==> config.mk <==
export PLATFORM = sky130hd
export DESIGN_NAME = ordered_list_engine_top_flat
export DESIGN_NICKNAME = d
export VERILOG_FILES = /design/src/sv/olist_pkg.sv /design/src/sv/olist_in_if.sv /design/src/sv/olist_out_if.sv /design/src/sv/olist_ram.sv /design/src/sv/olist_ctrl.sv /design/src/sv/olist_dp.sv /design/src/sv/ordered_list_engine_top.sv /design/src/flat_wrapper.sv
export VERILOG_INCLUDE_DIRS = /design/src /design/src/sv
export SDC_FILE = /design/constraint.sdc
export NUM_CORES = 2
export LEC_CHECK = 0
export ABC_CLOCK_PERIOD_IN_PS = 14800
export BUFFER_PORTS_ARGS = -buffer_cell sky130_fd_sc_hd__buf_2
export CAP_MARGIN = 20
export CELL_PAD_IN_SITES_DETAIL_PLACEMENT = 1
export CELL_PAD_IN_SITES_GLOBAL_PLACEMENT = 2
export CORE_AREA = 5 5 559 561
export CTS_CLUSTER_SIZE = 40
export DETAILED_ROUTE_END_ITERATION = 6
export DIE_AREA = 0 0 564 566
export HOLD_SLACK_MARGIN = 0.02
export PLACE_DENSITY = 0.81
export SLEW_MARGIN = 20
export SYNTH_ARGS = -nofsm -noshare
export SYNTH_HDL_FRONTEND = slang
export SYNTH_SLANG_ARGS = --single-unit
export TNS_END_PERCENT = 30
==> constraint.sdc <==
create_clock -name clk -period 14.8 [get_ports clk]
set_input_delay 1.48 -clock clk [delete_from_list [all_inputs] [get_ports clk]]
set_output_delay 1.48 -clock clk [all_outputs]
set_load 0.05 [all_outputs]
==> src/sv/ordered_list_engine_top_defines.svh <==
// ----------------------------------------------------------------------------
// Assertion macros for the ordered list engine
// Shared helpers for the concurrent checks at the end of the top level.
// ----------------------------------------------------------------------------
`ifndef ORDERED_LIST_ENGINE_TOP_DEFINES_SVH
`define ORDERED_LIST_ENGINE_TOP_DEFINES_SVH

// Checks that a condition implies a consequence in the same cycle.
`define OLE_ASSERT_SAME(label, cond, cons) \
  label: assert property (@(posedge clk) disable iff (rst) (cond) |-> (cons)) \
    else $error("assertion failed");

// Checks that a condition implies a consequence in the next cycle.
`define OLE_ASSERT_NEXT(label, cond, cons) \
  label: assert property (@(posedge clk) disable iff (rst) (cond) |=> (cons)) \
    else $error("assertion failed");

`endif

==> src/sv/olist_pkg.sv <==
// ----------------------------------------------------------------------------
// Ordered list package
// Types, codes and sizes shared by the ordered list engine modules.
// ----------------------------------------------------------------------------
`timescale 1ns / 1ps

package olist_pkg;

  localparam int CAPACITY = 128;
  localparam int ADDR_W   = $clog2(CAPACITY);
  localparam int LEN_W    = 8;

  // Operation codes.
  localparam logic [3:0] M_CREATE  = 4'd0;
  localparam logic [3:0] M_DESTROY = 4'd1;
  localparam logic [3:0] M_CLEAR   = 4'd2;
  localparam logic [3:0] M_GET     = 4'd3;
  localparam logic [3:0] M_LOCATE  = 4'd4;
  localparam logic [3:0] M_PRIOR   = 4'd5;
  localparam logic [3:0] M_NEXT    = 4'd6;
  localparam logic [3:0] M_INSERT  = 4'd7;
  localparam logic [3:0] M_DELETE  = 4'd8;

  // Result status codes.
  localparam logic [2:0] ST_OK     = 3'd0;
  localparam logic [2:0] ST_MISS   = 3'd1;
  localparam logic [2:0] ST_NOLIST = 3'd2;
  localparam logic [2:0] ST_EXISTS = 3'd3;
  localparam logic [2:0] ST_FULL   = 3'd4;

  typedef enum logic [2:0] {
    S_IDLE, S_READ, S_TEST, S_PUT, S_FIN
  } state_t;

  typedef enum logic [2:0] {
    C_NONE, C_LOAD, C_READ, C_TEST, C_PUT, C_EMIT
  } dp_op_t;

  typedef struct packed {
    logic   idle;
    dp_op_t op;
  } cmd_t;

  typedef struct packed {
    logic in_valid;
    logic need_mem;
    logic put_now;
    logic last;
    logic put_after;
    logic out_free;
  } sts_t;

endpackage

==> src/sv/olist_in_if.sv <==
// ----------------------------------------------------------------------------
// Operation channel
// Carries one list operation per transfer.
// ----------------------------------------------------------------------------
`timescale 1ns / 1ps

interface olist_in_if;
  logic               valid;
  logic               ready;
  logic [3:0]         mode;
  logic [7:0]         position;
  logic signed [31:0] value;

  modport source (output valid, mode, position, value, input ready);
  modport sink (input valid, mode, position, value, output ready);
endinterface

==> src/sv/olist_out_if.sv <==
// ----------------------------------------------------------------------------
// Result channel
// Carries one result per transfer.
// ----------------------------------------------------------------------------
`timescale 1ns / 1ps

interface olist_out_if;
  logic               valid;
  logic               ready;
  logic [2:0]         status;
  logic signed [31:0] out_value;
  logic [7:0]         out_position;
  logic [7:0]         list_length;
  logic               list_empty;

  modport source (output valid, status, out_value, out_position, list_length, list_empty,
                  input ready);
  modport sink (input valid, status, out_value, out_position, list_length, list_empty,
                output ready);
endinterface

==> src/sv/olist_ram.sv <==
// ----------------------------------------------------------------------------
// Generic RAM
// One write port and one read port with registered read data.
// ----------------------------------------------------------------------------
`timescale 1ns / 1ps

module olist_ram #(
  parameter int WIDTH = 32,
  parameter int DEPTH = 128
) (
  input  logic                     clk,
  input  logic                     wr_en,
  input  logic [$clog2(DEPTH)-1:0] wr_addr,
  input  logic [WIDTH-1:0]         wr_data,
  input  logic                     rd_en,
  input  logic [$clog2(DEPTH)-1:0] rd_addr,
  output logic [WIDTH-1:0]         rd_data
);

  logic [WIDTH-1:0] mem [DEPTH];

  // Write and registered read.
  always_ff @(posedge clk) begin
    if (wr_en) begin
      mem[wr_addr] <= wr_data;
    end
    if (rd_en) begin
      rd_data <= mem[rd_addr];
    end
  end

endmodule

==> src/sv/olist_ctrl.sv <==
// ----------------------------------------------------------------------------
// Ordered list controller
// Sequences load, memory steps, insert write and result transfer.
// ----------------------------------------------------------------------------
`timescale 1ns / 1ps

module olist_ctrl (
  input  logic          clk,
  input  logic          rst,
  input  olist_pkg::sts_t sts,
  output olist_pkg::cmd_t cmd
);
  import olist_pkg::*;

  state_t state, state_next;

  // State register.
  always_ff @(posedge clk) begin
    if (rst) begin
      state <= S_IDLE;
    end else begin
      state <= state_next;
    end
  end

  // Next state and commands.
  always_comb begin
    state_next = state;
    cmd.idle   = 1'b0;
    cmd.op     = C_NONE;
    case (state)
      S_IDLE: begin
        cmd.idle = 1'b1;
        if (sts.in_valid) begin
          cmd.op = C_LOAD;
          if (sts.need_mem) begin
            state_next = S_READ;
          end else if (sts.put_now) begin
            state_next = S_PUT;
          end else begin
            state_next = S_FIN;
          end
        end
      end
      S_READ: begin
        cmd.op     = C_READ;
        state_next = S_TEST;
      end
      S_TEST: begin
        cmd.op = C_TEST;
        if (!sts.last) begin
          state_next = S_READ;
        end else if (sts.put_after) begin
          state_next = S_PUT;
        end else begin
          state_next = S_FIN;
        end
      end
      S_PUT: begin
        cmd.op     = C_PUT;
        state_next = S_FIN;
      end
      S_FIN: begin
        if (sts.out_free) begin
          cmd.op     = C_EMIT;
          state_next = S_IDLE;
        end
      end
      default: begin
        state_next = S_IDLE;
      end
    endcase
  end

endmodule

==> src/sv/olist_dp.sv <==
// ----------------------------------------------------------------------------
// Ordered list datapath
// List state, element memory, scan and shift logic, and the result register.
// ----------------------------------------------------------------------------
`timescale 1ns / 1ps

module olist_dp (
  input  logic            clk,
  input  logic            rst,
  olist_in_if.sink        in_ch,
  olist_out_if.source     out_ch,
  input  olist_pkg::cmd_t cmd,
  output olist_pkg::sts_t sts
);
  import olist_pkg::*;

  logic [3:0]        op_r;
  logic [7:0]        pos_r;
  logic [31:0]       key_r;
  logic [ADDR_W-1:0] idx;
  logic [LEN_W-1:0]  len;
  logic              exists;
  logic [2:0]        status;
  logic [31:0]       oval;
  logic [7:0]        opos;
  logic [31:0]       prev;
  logic              first;

  logic              ram_wr_en;
  logic [ADDR_W-1:0] ram_wr_addr;
  logic [31:0]       ram_wr_data;
  logic [31:0]       rd_data;

  logic [8:0]        len_plus;
  logic [7:0]        idx_inc;
  logic [7:0]        pos_dec;
  logic              pos_ok_rd;
  logic              pos_ok_ins;
  logic              room;
  logic              live;
  logic              hit;
  logic [7:0]        in_dec;

  olist_ram #(.WIDTH(32), .DEPTH(CAPACITY)) u_ram (
    .clk     (clk),
    .wr_en   (ram_wr_en),
    .wr_addr (ram_wr_addr),
    .wr_data (ram_wr_data),
    .rd_en   (cmd.op == C_READ),
    .rd_addr (idx),
    .rd_data (rd_data)
  );

  // Checks on the incoming operation.
  assign len_plus   = {1'b0, len} + 9'd1;
  assign in_dec     = in_ch.position - 8'd1;
  assign pos_ok_rd  = (in_ch.position != 8'd0) && (in_ch.position <= len);
  assign pos_ok_ins = (in_ch.position != 8'd0) && ({1'b0, in_ch.position} <= len_plus);
  assign room       = len < LEN_W'(CAPACITY);
  assign live       = exists && (in_ch.mode != M_CREATE) && (in_ch.mode <= M_DELETE);

  // Scan helpers.
  assign idx_inc = {1'b0, idx} + 8'd1;
  assign pos_dec = pos_r - 8'd1;
  assign hit     = rd_data == key_r;

  // Status toward the controller.
  always_comb begin
    sts.in_valid  = in_ch.valid;
    sts.need_mem  = 1'b0;
    sts.put_now   = 1'b0;
    sts.out_free  = !out_ch.valid || out_ch.ready;
    sts.put_after = op_r == M_INSERT;
    sts.last      = 1'b1;
    if (live) begin
      case (in_ch.mode)
        M_GET, M_DELETE:
          sts.need_mem = pos_ok_rd;
        M_LOCATE, M_PRIOR, M_NEXT:
          sts.need_mem = len != '0;
        M_INSERT: begin
          sts.need_mem = pos_ok_ins && room && (in_ch.position <= len);
          sts.put_now  = pos_ok_ins && room && (in_ch.position > len);
        end
        default: ;
      endcase
    end
    case (op_r)
      M_LOCATE, M_PRIOR: sts.last = hit || (idx_inc == len);
      M_NEXT:            sts.last = hit || (idx == '0);
      M_INSERT:          sts.last = idx_inc == pos_r;
      M_DELETE:          sts.last = idx_inc >= len;
      default:           sts.last = 1'b1;
    endcase
  end

  // Memory write port: shifting moves and the final insert write.
  always_comb begin
    ram_wr_en   = 1'b0;
    ram_wr_addr = idx;
    ram_wr_data = rd_data;
    if (cmd.op == C_TEST && op_r == M_INSERT) begin
      ram_wr_en   = 1'b1;
      ram_wr_addr = idx + ADDR_W'(1);
    end else if (cmd.op == C_TEST && op_r == M_DELETE && !first) begin
      ram_wr_en   = 1'b1;
      ram_wr_addr = idx - ADDR_W'(1);
    end else if (cmd.op == C_PUT) begin
      ram_wr_en   = 1'b1;
      ram_wr_addr = pos_dec[ADDR_W-1:0];
      ram_wr_data = key_r;
    end
  end

  // List state and working registers.
  always_ff @(posedge clk) begin
    if (rst) begin
      exists <= 1'b0;
      len    <= '0;
    end else begin
      case (cmd.op)
        C_LOAD: begin
          op_r   <= in_ch.mode;
          pos_r  <= in_ch.position;
          key_r  <= in_ch.value;
          oval   <= '0;
          opos   <= '0;
          first  <= 1'b1;
          status <= ST_OK;
          idx    <= in_dec[ADDR_W-1:0];
          if (in_ch.mode > M_DELETE) begin
            status <= ST_MISS;
          end else if (in_ch.mode == M_CREATE) begin
            if (exists) begin
              status <= ST_EXISTS;
            end else begin
              exists <= 1'b1;
              len    <= '0;
            end
          end else if (!exists) begin
            status <= ST_NOLIST;
          end else begin
            case (in_ch.mode)
              M_DESTROY: begin
                exists <= 1'b0;
                len    <= '0;
              end
              M_CLEAR: len <= '0;
              M_GET, M_DELETE: begin
                if (!pos_ok_rd) begin
                  status <= ST_MISS;
                end
              end
              M_LOCATE, M_PRIOR: begin
                status <= ST_MISS;
                idx    <= '0;
              end
              M_NEXT: begin
                status <= ST_MISS;
                idx    <= ADDR_W'(len - 8'd1);
              end
              M_INSERT: begin
                idx <= ADDR_W'(len - 8'd1);
                if (!pos_ok_ins) begin
                  status <= ST_MISS;
                end else if (!room) begin
                  status <= ST_FULL;
                end
              end
              default: ;
            endcase
          end
        end
        C_TEST: begin
          case (op_r)
            M_GET: oval <= rd_data;
            M_LOCATE: begin
              if (hit) begin
                status <= ST_OK;
                opos   <= idx_inc;
              end else begin
                idx <= idx + ADDR_W'(1);
              end
            end
            M_PRIOR: begin
              prev <= rd_data;
              if (hit) begin
                if (idx != '0) begin
                  status <= ST_OK;
                  oval   <= prev;
                end
              end else begin
                idx <= idx + ADDR_W'(1);
              end
            end
            M_NEXT: begin
              prev <= rd_data;
              if (hit) begin
                if (idx_inc != len) begin
                  status <= ST_OK;
                  oval   <= prev;
                end
              end else begin
                idx <= idx - ADDR_W'(1);
              end
            end
            M_INSERT: idx <= idx - ADDR_W'(1);
            M_DELETE: begin
              first <= 1'b0;
              if (first) begin
                oval <= rd_data;
              end
              if (sts.last) begin
                len <= len - 8'd1;
              end else begin
                idx <= idx + ADDR_W'(1);
              end
            end
            default: ;
          endcase
        end
        C_PUT: len <= len + 8'd1;
        default: ;
      endcase
    end
  end

  // Result register.
  always_ff @(posedge clk) begin
    if (rst) begin
      out_ch.valid <= 1'b0;
    end else if (cmd.op == C_EMIT) begin
      out_ch.valid <= 1'b1;
    end else if (out_ch.ready) begin
      out_ch.valid <= 1'b0;
    end
  end

  always_ff @(posedge clk) begin
    if (cmd.op == C_EMIT) begin
      out_ch.status       <= status;
      out_ch.out_value    <= oval;
      out_ch.out_position <= opos;
      out_ch.list_length  <= len;
      out_ch.list_empty   <= exists && (len == '0);
    end
  end

  assign in_ch.ready = cmd.idle;

endmodule

==> src/sv/ordered_list_engine_top.sv <==
// Ordered list engine: a list of up to 128 signed 32-bit elements addressed
// by 1-based positions. Each transfer on in_ch is one operation (create,
// destroy, clear, get, locate, prior, next, insert, delete) and yields
// exactly one transfer on out_ch with status, value, position, length and
// emptiness after the operation.
// Operations are handled one at a time. The element memory has a single read
// port with registered data, so every memory step is a read followed by a
// test or move. Create, destroy, clear and rejected items go from the load
// straight to the result register; get does one memory step; locate, prior
// and next do one step per entry visited; insert and delete do one step per
// entry from the position to the end, and insert then writes the new element.
// in_ch.ready is high only while the engine is idle. A finished result sits
// in the output register; while the receiver stalls, the engine still takes
// the next operation and works on it, then holds until the register frees.
// Reset removes the list and clears the length and any pending result; the
// element memory is not cleared, since only written entries are ever read.
// ----------------------------------------------------------------------------
// Ordered list engine top level
// Joins the controller and the datapath and checks result consistency.
// ----------------------------------------------------------------------------
`timescale 1ns / 1ps
`include "ordered_list_engine_top_defines.svh"

module ordered_list_engine_top (
  input  logic        clk,
  input  logic        rst,
  olist_in_if.sink    in_ch,
  olist_out_if.source out_ch
);
  import olist_pkg::*;

  cmd_t cmd;
  sts_t sts;

  olist_ctrl u_ctrl (
    .clk (clk),
    .rst (rst),
    .sts (sts),
    .cmd (cmd)
  );

  olist_dp u_dp (
    .clk    (clk),
    .rst    (rst),
    .in_ch  (in_ch),
    .out_ch (out_ch),
    .cmd    (cmd),
    .sts    (sts)
  );

  // Result consistency and one-at-a-time operation.
  `OLE_ASSERT_SAME(a_empty_len, out_ch.valid && out_ch.list_empty, out_ch.list_length == 8'd0)
  `OLE_ASSERT_SAME(a_len_cap, out_ch.valid, out_ch.list_length <= 8'(CAPACITY))
  `OLE_ASSERT_SAME(a_fail_zero, out_ch.valid && out_ch.status != ST_OK, out_ch.out_value == 32'sd0 && out_ch.out_position == 8'd0)
  `OLE_ASSERT_NEXT(a_one_item, in_ch.valid && in_ch.ready, !in_ch.ready)

endmodule
==> src/flat_wrapper.sv <==
// flat-port wrapper written by rule: the top's interface ports become plain ports
module ordered_list_engine_top_flat import olist_pkg::*;
  (clk, rst, in_ch_valid, in_ch_mode, in_ch_position, in_ch_value, in_ch_ready, out_ch_valid, out_ch_status, out_ch_out_value, out_ch_out_position, out_ch_list_length, out_ch_list_empty, out_ch_ready);
  olist_in_if in_ch_i ();
  olist_out_if out_ch_i ();
  input  logic clk;
  input  logic rst;
  input wire logic [$bits(in_ch_i.valid)-1:0] in_ch_valid;
  input wire logic [$bits(in_ch_i.mode)-1:0] in_ch_mode;
  input wire logic [$bits(in_ch_i.position)-1:0] in_ch_position;
  input wire logic [$bits(in_ch_i.value)-1:0] in_ch_value;
  output wire logic [$bits(in_ch_i.ready)-1:0] in_ch_ready;
  output wire logic [$bits(out_ch_i.valid)-1:0] out_ch_valid;
  output wire logic [$bits(out_ch_i.status)-1:0] out_ch_status;
  output wire logic [$bits(out_ch_i.out_value)-1:0] out_ch_out_value;
  output wire logic [$bits(out_ch_i.out_position)-1:0] out_ch_out_position;
  output wire logic [$bits(out_ch_i.list_length)-1:0] out_ch_list_length;
  output wire logic [$bits(out_ch_i.list_empty)-1:0] out_ch_list_empty;
  input wire logic [$bits(out_ch_i.ready)-1:0] out_ch_ready;
  assign in_ch_i.valid = in_ch_valid;
  assign in_ch_i.mode = in_ch_mode;
  assign in_ch_i.position = in_ch_position;
  assign in_ch_i.value = in_ch_value;
  assign in_ch_ready = in_ch_i.ready;
  assign out_ch_valid = out_ch_i.valid;
  assign out_ch_status = out_ch_i.status;
  assign out_ch_out_value = out_ch_i.out_value;
  assign out_ch_out_position = out_ch_i.out_position;
  assign out_ch_list_length = out_ch_i.list_length;
  assign out_ch_list_empty = out_ch_i.list_empty;
  assign out_ch_i.ready = out_ch_ready;
  ordered_list_engine_top u_core (.clk(clk), .rst(rst), .in_ch(in_ch_i), .out_ch(out_ch_i));
endmodule
* Word level (Yosys, flattened, before mapping)
Memories as Yosys holds them, arrays and structs flattened. A register that Yosys moved wholly into a read port is not among the register bits.
Index checks and enable logic that the tools add are counted.
** Word-level totals
- Flip-flop bits (word level) :: 192
- Bits in latches :: 0
- Bits in writable memories :: 4096
- Memory bits (read-only) :: 0
- Bits of input ports :: 48
- Output and inout port bits :: 54
- Word-level logic and storage cells :: 204
- Memories kept :: 1
** Cells by class
- Add/subtract/negate cells :: 8
- $mul :: 0
- Div/mod/pow operators :: 0
- Magnitude comparators :: 7
- Equality and inequality tests :: 49
- Shifts and indexed selects :: 0
- Mux-type cells :: 75
- Bitwise gates (word level) :: 2
- Reduce and logical (&&, ||, !) cells :: 44
** Memories
- u_core.u_dp.u_ram.mem :: depth 128, width 32, read ports 1, clocked after Yosys merged registers in 1, write ports 1, RTL line olist_ram.sv:20 : logic [WIDTH-1:0] mem [DEPTH];
** Operators by type and width (count)
- $mux 32 :: 8
- $pmux 32 s4 :: 1
- $mux 8 :: 9
- $pmux 32 s2 :: 1
- $mux 7 :: 9
- $mux 3 :: 17
- $ne 3x3->1 const B :: 12
- $eq 32x32->1 :: 1
- $eq 4x3->1 const B :: 8
- $pmux 3 s5 :: 2
- $pmux 7 s2 :: 2
- $pmux 7 s4 :: 1
- $pmux 8 s3 :: 1
- $sub 7x1->7 const B :: 3
- $pmux 3 s3 :: 2
- $eq 8x8->1 :: 2
- $pmux 8 s2 :: 1
- $reduce_and 8->1 :: 2
- $reduce_bool 8->1 :: 2
- $mux 1 :: 15
- $eq 3x2->1 const B :: 4
- $eq 4x2->1 const B :: 3
- $reduce_or 2->1 :: 6
- $logic_and 1x1->1 :: 11
- 44 further kinds :: 62

* Logic depth before layout (Yosys ltp)
- Depth in word-level cells :: 11
- Depth in mapped cells :: 16
- Mapped depth without buffers :: 13

* Modules after synthesis
From an unflattened synthesis, not the netlist that was laid out.
** Unflattened totals
- Cell total of the unflattened synthesis :: 6888
- Area, all modules :: 166402.1 µm²
** By module, submodules not included
- olist_ram :: instances 1, cells each 5990, area an instance 156595.2 µm², seq. area each 123958.9 µm²
- olist_dp :: instances 1, cells each 865, area an instance 9541.7 µm², seq. area each 5575.3 µm²
- olist_ctrl :: instances 1, cells each 33, area an instance 265.3 µm², seq. area each 60.1 µm²

* Least setup slack after synthesis
OpenSTA, ideal clock, no wires.
- Path type :: register to register
- From :: reg u_core.u_dp.idx[0]
- To :: mem u_core.u_dp.u_ram.mem[64][0] (enable)
- Library setup time :: 0.421 ns
- Data arrival time :: 4.531 ns
- Data required time :: 14.379 ns
- Path slack :: 9.848 ns
- Cell stages (with the launch flop) :: 15
- Buffers on the path :: 5
- Clock period less this slack :: 4.952 ns
- Cells stage by stage :: edfxtp_1 buf_4 buf_4 buf_4 buf_4 inv_1 ha_1 or3b_2 clkbuf_1 o41ai_1 o31ai_1 a31oi_1 nor2b_1 nand2_1 nor2_1
** On the way
- Cells in the longest elaborated chain, start to end :: 3
- Elaborated cells on any way between the ends :: 5
- Those cells by class :: 2 x add/sub; 3 x mux
** RTL lines
- start: declaration :: RTL line olist_dp.sv:20 : logic [ADDR_W-1:0] idx;
- start signal: assignment :: RTL line olist_dp.sv:130 : idx <= in_dec[ADDR_W-1:0];
- start signal: assignment :: RTL line olist_dp.sv:160 : idx <= ADDR_W'(len - 8'd1);
- start signal: assignment :: RTL line olist_dp.sv:163 : idx <= ADDR_W'(len - 8'd1);
- $sub 7x1->7 or $mux 7 (tied branches) :: RTL line olist_dp.sv:107, olist_dp.sv:108
- $mux 7 :: RTL line olist_dp.sv:105 : end else if (cmd.op == C_TEST && op_r == M_DELETE && !first) begin
- $mux 7 * :: RTL line olist_dp.sv:102 : if (cmd.op == C_TEST && op_r == M_INSERT) begin
- end: declaration :: RTL line olist_ram.sv:20
Mark *: on every way between the ends. The rest lies on a longest branch, timed or not.

==> flow_summary_export.csv <==
group,metric,value,unit
sta,finalHoldViolCount,0,
pwr,p_leak,0.0597,uW
global_route,grt_usage,31.3,%
clocking,cts_inserted_buffers,432,
global_route,grt_pass1_vias,90200,
global_route,gr-usage-met3,7.68,%
finish,final_cell_mix,"4,307 x edfxtp_1, 959 x mux4_2, 440 x clkbuf_16",
clocking,clkLatencyLatePin,0.98,ns
sta,setup_viol,0,
sta,timing.setup.tns,0,ns
setup_path,start_kind,"flop",
route,routed_wl,502000,um
clocking,root_buffer,"clkbuf_16",
synth,syn-num-nets,7921,
global_route,grt_pass1_wl,705000,um
sta,skew,0.0637,ns
synth,syn_area,0.168,sq mm
synth,synthArstFlopShare,0,%
sta,fmax,156,MHz
placement,io_buffers,101,
route,via_per_inst,6.92,
setup_path,critPathKind,"flop to flop",
global_route,grtUsageMet2,48.3,%
finish,syn_to_final_growth,12.7,%
route,drt_iter0_drc,13500,
finish,drive_gt1_share,25.7,%
finish,nets,8313,
synth,synth-seq-cells,4320,
status,outcome,"finished clean",
setup_path,r2r_end,"u_core.u_dp.u_ram.rd_data[5]$_DFFE_PN_",
setup_path,rrSetupSlack,8.38,ns
sta,maxSlewHeadroom,15.0,%
global_route,grt_use_met1,43.4,%
setup_path,endpoint,"u_core.u_dp.u_ram.rd_data[5]$_DFFE_PN_",
floorplanning,initial_utilization,54.6,%
setup_path,reg2reg_depth,8,
synth,avgSynthCellArea,21.4,sq um
floorplanning,die_h,566,um
worst_hold_path,hold_path.class,"flop to flop",
setup_path,crit_arrival,7.08,ns
sta,fin_crit,6.42,ns
clocking,path_clk_slew,0.06,ns
sta,drv_slew,0,
synth,synth-edff-count,4307,
clocking,cts_max_level,5,
synth,ys_types,79,
job,cap_violations,0,
route,vias,88000,
synth,ys_seq_area_share,77.3,%
floorplanning,die_area,0.319,sq mm
route,ant_nets,0,
clocking,tritoncts,"done",
floorplanning,row_count,204,
setup_path,critPathLaunch,"u_core.u_dp.idx[0]$_DFFE_PP_",
global_route,grt_max_degree,117,
route,wl_per_cell,39.5,um
sta,rsz0062_at_grt,"no",
clocking,clk_path_buf_depth,4,
synth,synth-main-ff-cell,"edfxtp_1",
route,first_pass_iters,6,
global_route,grt-busiest-layer,"met2",
synth,synth_warnings,0,
placement,dp_hpwl,285000,um
setup_path,required,15.46,ns
pwr,p_per_area,133,mW/mm^2
sta,period_share,43.4,%
pwr,peakVddDrop,0.000131,V
floorplanning,fp.dieW,564,um
clocking,cts_resized,0,
floorplanning,coreArea,0.307,sq mm
finish,final_common_cell,"edfxtp_1",
global_route,antenna_found_initial,38,
global_route,overflow,0,
clocking,clock_sinks,4320,
setup_path,worstPathMaxFanout,103,
finish,postLayoutCoreUtil,61.5,%
setup_path,end_kind,"flop",
synth,syn_inst,7838,
clocking,cts_setup_buffers,0,
route,drcViolationCount,0,
placement,gp_congestion,0.847,
floorplanning,io_pins,102,
sta,worst_slew_pin_slew,1.27,ns
clocking,holdBufCountCts,0,
setup_path,r2r-start,"u_core.u_dp.idx[0]$_DFFE_PP_",
==> state kept, by name, summed over array words and instances, names as in the netlist, 3 cells and up <==
register,flops
u_core.u_dp.u_ram.mem,4096
u_core.u_dp.key_r,32
u_core.u_dp.out_ch.out_value,32
u_core.u_dp.oval,32
u_core.u_dp.prev,32
u_core.u_dp.u_ram.rd_data,32
u_core.u_dp.len,8
u_core.u_dp.opos,8
u_core.u_dp.out_ch.list_length,8
u_core.u_dp.out_ch.out_position,8
u_core.u_dp.pos_r,8
u_core.u_dp.idx,7
u_core.u_dp.op_r,4
u_core.u_ctrl.state,3
u_core.u_dp.out_ch.status,3
u_core.u_dp.status,3
==> cells by family after synthesis <==
group | share of synthesized area [%]
compound gates | 3.06
fa+ha+maj | 0.261
flops | 77.3
xor+xnor | 0.395
simple gates | 2.10
mux | 15.5
buf+inv | 1.39
==> cells in the mapped netlist, types with 30 or more instances <==
master	n	area (sq um)
mux2i_1	437	4370
o221ai_1	149	1310
inv_1	31	116
o21ai_0	57	285
nand2_1	351	1320
buf_1	56	210
mux4_2	959	21600
buf_4	94	706
o22ai_1	111	694
buf_2	93	465
nor3_1	54	270
nor2_1	234	878
xor2_1	42	368
a21oi_1	184	921
nand3_1	41	205
edfxtp_1	4307	129000
ha_1	35	438
a211oi_1	30	225
clkbuf_1	190	713
==> per-layer routing <==
layer / part of all wire, % / vias to the layer above
met5: 0.022 / -
met4: 4.7 / 16
met3: 11 / 1092
met2: 47 / 5911
met1: 37 / 47200
li1: - / 33800
==> per-stage QoR <==
stage                     power, uW  hold slack, ns  cells  instance area (sq um)  setup slack [ns]
final                         25000           0.410  12700                 189000              8.38
after global routing          25800           0.424  12700                 189000              8.19
after CTS                     25100           0.416  12700                 189000              8.19
after detailed placement      14500           0.405  11900                 175000              8.18
after global placement        14500           0.402  11900                 175000              7.76
after floorplan               14100           0.400   7838                 168000              9.85
==> worst min-delay path by stage <==
stage | start | end | cells after the start
floorplan | u_core.u_dp.opos[0]$_SDFFCE_PN0P_ | u_core.u_dp.out_ch.out_position[0]$_DFFE_PP_ | 0
global placement | u_core.u_dp.oval[2]$_SDFFCE_PN0P_ | u_core.u_dp.out_ch.out_value[2]$_DFFE_PP_ | 0
detailed placement | u_core.u_dp.oval[31]$_SDFFCE_PN0P_ | u_core.u_dp.out_ch.out_value[31]$_DFFE_PP_ | 0
CTS | u_core.u_dp.oval[21]$_SDFFCE_PN0P_ | u_core.u_dp.out_ch.out_value[21]$_DFFE_PP_ | 0
global route | u_core.u_dp.oval[31]$_SDFFCE_PN0P_ | u_core.u_dp.out_ch.out_value[31]$_DFFE_PP_ | 0
finish | u_core.u_dp.oval[24]$_SDFFCE_PN0P_ | u_core.u_dp.out_ch.out_value[24]$_DFFE_PP_ | 0
==> cell type report <==
type                       instances  area (sq um)
antenna                           19          47.5
inverter                          36           145
fill                           25200        118000
clock inverter                   260          2420
timing repair buffer             400          2960
tap                             4120          5150
multi-input combinational       3040         37300
clock buffer                     526         11300
sequential                      4320        130000
==> critical path: stages (launching register included) <==
cell and delay [ns]:
edfxtp_1 0.79, buf_12 0.67, buf_12 0.62, buf_4 0.83, mux4_2 0.62, mux4_2 0.60, a211o_1 0.64, a21oi_2 0.77
nor3_1 0.23
==> power breakdown <==
| part | total [uW] | switching, uW | internal [uW] | leakage (uW) |
|---|---|---|---|---|
| clock network | 10800 | 4640 | 6110 | 0.00674 |
| logic | 994 | 636 | 358 | 0.0141 |
| registers | 13300 | 13.0 | 13300 | 0.0389 |
No activity file was read; power rests on OpenSTA's default activity.
